<file path="src/rtl/core/clpm_pkg.sv">
`timescale 1ns / 1ps
// Shared types and constants of the chained pipeline latency monitor.
package clpm_pkg;

    localparam int STAGES      = 4;
    localparam int STAGE_W     = 2;
    localparam int OP_W        = 3;
    localparam int TIME_W      = 62;
    localparam int LAT_W       = 24;
    localparam int NS_PER_US   = 1000;
    localparam int PROD_W      = 34;
    localparam int END_W       = 63;
    localparam int ACC_W       = 26;
    localparam int TOTAL_W     = 28;
    localparam int THR_W       = 27;
    localparam int WLEN_W      = 5;
    localparam int OFF_W       = 24;
    localparam int OFF_SUM_W   = 27;
    localparam int NUM_OFFSETS = 5;
    localparam int CFG_W       = 27;
    localparam int CFG_IDX_W   = 3;
    localparam int STATUS_W    = 2;
    localparam int QUEUE_DEPTH = 2;
    localparam int QPTR_W      = 1;
    localparam int QCNT_W      = 2;

    localparam logic [WLEN_W-1:0] WLEN_RESET = 5'd16;

    typedef logic [STAGE_W-1:0] stage_t;

    localparam stage_t STAGE_TRACKING   = 2'd0;
    localparam stage_t STAGE_PREDICTION = 2'd1;
    localparam stage_t STAGE_PLANNING   = 2'd2;
    localparam stage_t STAGE_CONTROL    = 2'd3;

    localparam logic [OP_W-1:0] OP_TRACKING   = 3'd0;
    localparam logic [OP_W-1:0] OP_PREDICTION = 3'd1;
    localparam logic [OP_W-1:0] OP_PLANNING   = 3'd2;
    localparam logic [OP_W-1:0] OP_CONTROL    = 3'd3;
    localparam logic [OP_W-1:0] OP_TICK       = 3'd4;

    typedef enum logic [CFG_IDX_W-1:0] {
        CFG_THRESHOLD      = 3'd0,
        CFG_WINDOW_LENGTH  = 3'd1,
        CFG_SENSOR_OFS     = 3'd2,
        CFG_PERCEPTION_OFS = 3'd3,
        CFG_PLANNING_OFS   = 3'd4,
        CFG_CONTROL_OFS    = 3'd5,
        CFG_VEHICLE_OFS    = 3'd6
    } cfg_index_t;

    typedef enum logic [STATUS_W-1:0] {
        STATUS_EMPTY    = 2'd0,
        STATUS_WITHIN   = 2'd1,
        STATUS_EXCEEDED = 2'd2
    } status_t;

    typedef enum logic {
        ITEM_SAMPLE = 1'b0,
        ITEM_TICK   = 1'b1
    } item_kind_t;

    typedef enum logic [1:0] {
        BK_IDLE   = 2'd0,
        BK_SEARCH = 2'd1,
        BK_SUM    = 2'd2,
        BK_REPORT = 2'd3
    } back_state_t;

    typedef struct packed {
        item_kind_t          kind;
        stage_t              stage;
        logic [TIME_W-1:0]   time_ns;
        logic [LAT_W-1:0]    lat_us;
    } item_t;

    typedef struct packed {
        logic  valid;
        item_t item;
    } q_head_t;

    typedef struct packed {
        logic [THR_W-1:0]     threshold;
        logic [WLEN_W-1:0]    window_length;
        logic [OFF_SUM_W-1:0] off_sum;
    } cfg_t;

    typedef struct packed {
        logic                          valid;
        logic [TOTAL_W-1:0]            total;
        status_t                       status;
        logic [STAGES-1:0]             empty_mask;
        logic [STAGES-1:0][LAT_W-1:0]  latest;
    } result_t;

endpackage

</file>
<file path="src/rtl/core/clpm_front.sv">
`timescale 1ns / 1ps
// Front end: accepts commands, sorts them into samples and ticks, and queues them.
module clpm_front (
    input  logic                        clk,
    input  logic                        rst_n,
    input  logic                        start,
    output logic                        busy,
    input  logic [clpm_pkg::OP_W-1:0]   operation,
    input  logic [clpm_pkg::TIME_W-1:0] event_time_ns,
    input  logic [clpm_pkg::LAT_W-1:0]  latency_us,
    input  logic                        pop,
    output clpm_pkg::q_head_t           head
);
    import clpm_pkg::*;

    item_t               q_reg [QUEUE_DEPTH];
    logic [QPTR_W-1:0]   wr_ptr_reg, wr_ptr_next;
    logic [QPTR_W-1:0]   rd_ptr_reg, rd_ptr_next;
    logic [QCNT_W-1:0]   count_reg, count_next;
    logic                accept;
    logic                known;
    logic                push;
    item_t               item_in;

    // Sample operations carry their stage code directly; unknown codes are dropped.
    always_comb
    begin
        item_in.time_ns = event_time_ns;
        item_in.lat_us  = latency_us;
        item_in.kind    = ITEM_SAMPLE;
        item_in.stage   = operation[STAGE_W-1:0];
        known           = 1'b0;
        unique case (operation) inside
            OP_TRACKING, OP_PREDICTION, OP_PLANNING, OP_CONTROL:
            begin
                known = 1'b1;
            end
            OP_TICK:
            begin
                known        = 1'b1;
                item_in.kind = ITEM_TICK;
            end
            default:
            begin
                known = 1'b0;
            end
        endcase
    end

    assign busy   = (count_reg == QCNT_W'(QUEUE_DEPTH));
    assign accept = start && !busy;
    assign push   = accept && known;

    always_comb
    begin
        wr_ptr_next = push ? wr_ptr_reg + 1'b1 : wr_ptr_reg;
        rd_ptr_next = pop ? rd_ptr_reg + 1'b1 : rd_ptr_reg;
        count_next  = count_reg;
        if (push && !pop)
        begin
            count_next = count_reg + 1'b1;
        end
        else if (pop && !push)
        begin
            count_next = count_reg - 1'b1;
        end
    end

    always_ff @(posedge clk or negedge rst_n)
    begin
        if (!rst_n)
        begin
            wr_ptr_reg <= '0;
            rd_ptr_reg <= '0;
            count_reg  <= '0;
        end
        else
        begin
            wr_ptr_reg <= wr_ptr_next;
            rd_ptr_reg <= rd_ptr_next;
            count_reg  <= count_next;
        end
    end

    always_ff @(posedge clk)
    begin
        if (push)
        begin
            q_reg[wr_ptr_reg] <= item_in;
        end
    end

    assign head.valid = (count_reg != '0);
    assign head.item  = q_reg[rd_ptr_reg];

    a_count_range: assert property (@(posedge clk) disable iff (!rst_n)
        count_reg <= QCNT_W'(QUEUE_DEPTH))
        else $error("queue count beyond its depth");

    a_pop_nonempty: assert property (@(posedge clk) disable iff (!rst_n)
        pop |-> count_reg != '0)
        else $error("back end popped an empty queue");

    a_drop_unknown: assert property (@(posedge clk) disable iff (!rst_n)
        (accept && !known && !pop) |=> $stable(count_reg))
        else $error("unknown operation entered the queue");

endmodule

</file>
<file path="config.mk">
export PLATFORM = sky130hd
export DESIGN_NAME = clpm_front
export DESIGN_NICKNAME = d
export VERILOG_FILES = /design/src/rtl/core/clpm_pkg.sv /design/src/rtl/core/clpm_front.sv
export SDC_FILE = /design/constraint.sdc
export NUM_CORES = 1
export LEC_CHECK = 0
export ABC_AREA = 1
export BUFFER_PORTS_ARGS = -buffer_cell sky130_fd_sc_hd__buf_2
export CORE_MARGIN = 2
export CORE_UTILIZATION = 56
export CTS_CLUSTER_DIAMETER = 200
export DETAILED_ROUTE_END_ITERATION = 7
export GPL_TIMING_DRIVEN = 0
export PLACE_DENSITY = 0.85
export SETUP_SLACK_MARGIN = 0.3
export SLEW_MARGIN = 20
export SYNTH_ARGS = -nofsm -noshare
export SYNTH_HDL_FRONTEND = slang
export SYNTH_SLANG_ARGS = --single-unit
</file>
<file path="constraint.sdc">
create_clock -name clk -period 9.18 [get_ports clk]
set_clock_uncertainty 0.1 [all_clocks]
set_input_delay 1.377 -clock clk [delete_from_list [all_inputs] [get_ports clk]]
set_output_delay 1.377 -clock clk [all_outputs]
set_load 0.01 [all_outputs]
</file>
==> flow_summary_export.csv <==
group,metric,value,unit
timing,hold_viol_final,0,
worst_setup_path,crit_path_end_kind,"primary output",
route,drc,0,
timing,finalSetupTns,0,ps
synth,ys_ff_latch,182,
place,portBuffers,183,
final_layout,nets,609,
synth,synth_area_leader_cell,"edfxtp_1",
place,routabilityCongestion,0.746,
die,die_w,114,microns
route,wl,11700,microns
clocking,cts-buffers-inserted,17,
global_route,grt_antenna_before_repair,0,
place,dpl.hpwl,7900,microns
worst_setup_path,crit_arrival,1630,ps
pwr,p_sw_share,26.7,%
place,dp_cells,643,
clocking,clock-sinks,182,
timing,period_minus_slack,3110,ps
status,status,"completed",
clocking,clockRootBuffer,"clkbuf_16",
timing,rsz0062_at_grt,"no",
die,coreArea,11900,sq um
place,dpl_cell_area,7920,sq um
clocking,ctsResizeCount,0,
synth,synth_top_cell_area_share,79.6,%
final_layout,antenna_cells,0,
route,wl_per_cell,17.3,microns
timing,relSlewSlack,55.8,%
synth,synth_nets,403,
final_layout,final_util,72.0,%
clocking,clk_pin_slew,60,ps
worst_setup_path,r2r_slack,6940,ps
global_route,grt_max_degree,54,
flow_run,cap_viol_max_count,0,
die,placement_rows,40,
die,die-area,12900,sq um
final_layout,design_area,8530,sq um
clocking,clkLatencyLatePin,410,ps
global_route,grt_use_total,19.0,%
pwr,switching_power,682,uW
timing,final-max-slew-violation-count,0,
worst_setup_path,cp_max_fo,10,
synth,syn-mean-instance-area,21.7,sq um
final_layout,layout_common_cells,"buf_2 (183), edfxtp_1 (178), mux2_2 (89)",
synth,syn-cell-area,6720,sq um
synth,ys_seq_area_share,81.1,%
synth,netlist_top_cells_area,"edfxtp_1 (80%), mux2_2 (15%), clkbuf_8 (1.8%), dfrtp_1 (1.5%), inv_1 (0.50%)",
clocking,postCtsSetupBuffers,0,
global_route,grt_pass1_vias,3705,
route,via_count,3441,
synth,netlist_instances,309,
timing,clock.fmax,322,MHz
final_layout,largest_register_ffs,178,
clocking,h-tree-depth,4,
timing,worst_slack,6070,ps
final_layout,layout_commonest_cell,"buf_2",
global_route,grt_first_pass_wirelength,18200,microns
timing,setup_violations,0,
place,dp_worst_setup_slack,5850,ps
final_layout,layout-drive-gt1-share,59.7,%
synth,synth_warnings,0,
pwr,p_comb_share,28.2,%
timing,fin_crit_sh,33.9,%
pwr,pwr-share-clk,29.1,%
route,vias_per_cell,5.10,
pwr,p_int,1.87,mW
clocking,ctsHoldBuffers,0,
clocking,clockBufferDepth,2,
die,initial_core_util,56.6,%
route,first_pass_iters,4,
global_route,grt.overflow.total,0,
die,fp.dieH,114,microns
clocking,cts_tree,"done",
final_layout,syn2layout_area_growth,27.0,%
timing,tightestPinTransition,661,ps
route,drt_iter0_markers,233,
pwr,pwr-share-seq,42.7,%
synth,synth_cell_types,16,
pwr,powerDensity,299,nW/um^2
worst_hold_path,hold_class,"flop to flop",
die,io_pins,184,
worst_setup_path,critPathKind,"flop to primary output",
worst_setup_path,worstPathRequired,7700,ps
worst_setup_path,critPathLaunchType,"flop",
final_layout,layoutNonFillerInstCount,675,
pwr,vdd_drop_max,0.000166,V
pwr,p_leak,3.25,nW
route,final_antenna_net_count,0,
==> path summary, 6_finish.rpt <==
| kind | cells after the start | start | to |
|---|---|---|---|
| min reg2reg | 2 | wr_ptr_reg$_DFFE_PN0N_ | wr_ptr_reg$_DFFE_PN0N_ |
| max | 4 | rd_ptr_reg$_DFFE_PN0P_ | head[17] |
| min | 2 | wr_ptr_reg$_DFFE_PN0N_ | wr_ptr_reg$_DFFE_PN0N_ |
| max in group asynchronous | 1 | rst_n | rd_ptr_reg$_DFFE_PN0P_ |
| max reg2reg | 6 | count_reg[0]$_DFFE_PN0P_ | q_reg[1][13]$_DFFE_PP_ |
| min in group asynchronous | 1 | rst_n | count_reg[1]$_DFFE_PN0P_ |
==> synth_stat cells (all sizes together) <==
| cell | count |
|---|---|
| edfxtp | 178 |
| mux2 | 89 |
| clkbuf | 9 |
| inv | 9 |
| nand2 | 8 |
| dfrtp | 4 |
| nand3 | 2 |
| nor2 | 2 |
| a21oi | 1 |
| buf | 1 |
| ha | 1 |
| nand4 | 1 |
| nor3b | 1 |
| o21ai | 1 |
| xnor2 | 1 |
| xor2 | 1 |
==> per-layer routing <==
metal / vias up / part of all wire, % / wire, microns / track usage, %
met5: - / 0 / 0 / 0
met4: 0 / 1.6 / 189 / 8.29
met3: 17 / 8.2 / 963 / 6.59
met2: 139 / 53 / 6150 / 33.2
met1: 1656 / 37 / 4380 / 21.1
li1: 1629 / - / - / -
==> worst max-delay path, cell delays in order (launching register included) <==
cell	delay, ps
dfrtp_1	340
buf_6	180
clkbuf_8	200
mux2_2	350
buf_2	140
==> power by group through the flow <==
stage               clock [mW]  combinational (mW)  sequential (mW)
floorplan                    0               0.464             1.11
global placement             0               0.689             1.12
detailed placement           0               0.725             1.11
CTS                      0.756               0.732             1.09
global route             0.786               0.779             1.10
finish                   0.742               0.720             1.09
==> cells by family (layout without fill, tap and decap cells) <==
logic type	count (synthesis)	after routing	synth area share, %
XOR/XNOR	2	2	0.261
AND/OR/NAND/NOR	14	14	0.913
adder cells (fa/ha/maj)	1	1	0.186
multiplexers	89	89	14.9
flip-flops	182	182	81.1
AO/OA/AOI/OAI	2	2	0.149
buffers and inverters	19	238	2.51
==> through the flow <==
| stage | hold slack, ps | power, mW |
|---|---|---|
| finish | 390 | 2.55 |
| global route | 424 | 2.66 |
| CTS | 400 | 2.58 |
| detailed placement | 385 | 1.83 |
| global placement | 354 | 1.81 |
| floorplan | 342 | 1.57 |
==> cell type report <==
class                   instances  area (sq um)
fillers                       719          3330
plain buffers                  10           135
repair buffers                187          1010
inverters                       9          36.3
multi-input cells             108          1110
well taps                     147           184
flip-flops and latches        182          5450
clock inverters                13           179
clock buffers                  19           433
(Power assumes the default switching activity.)
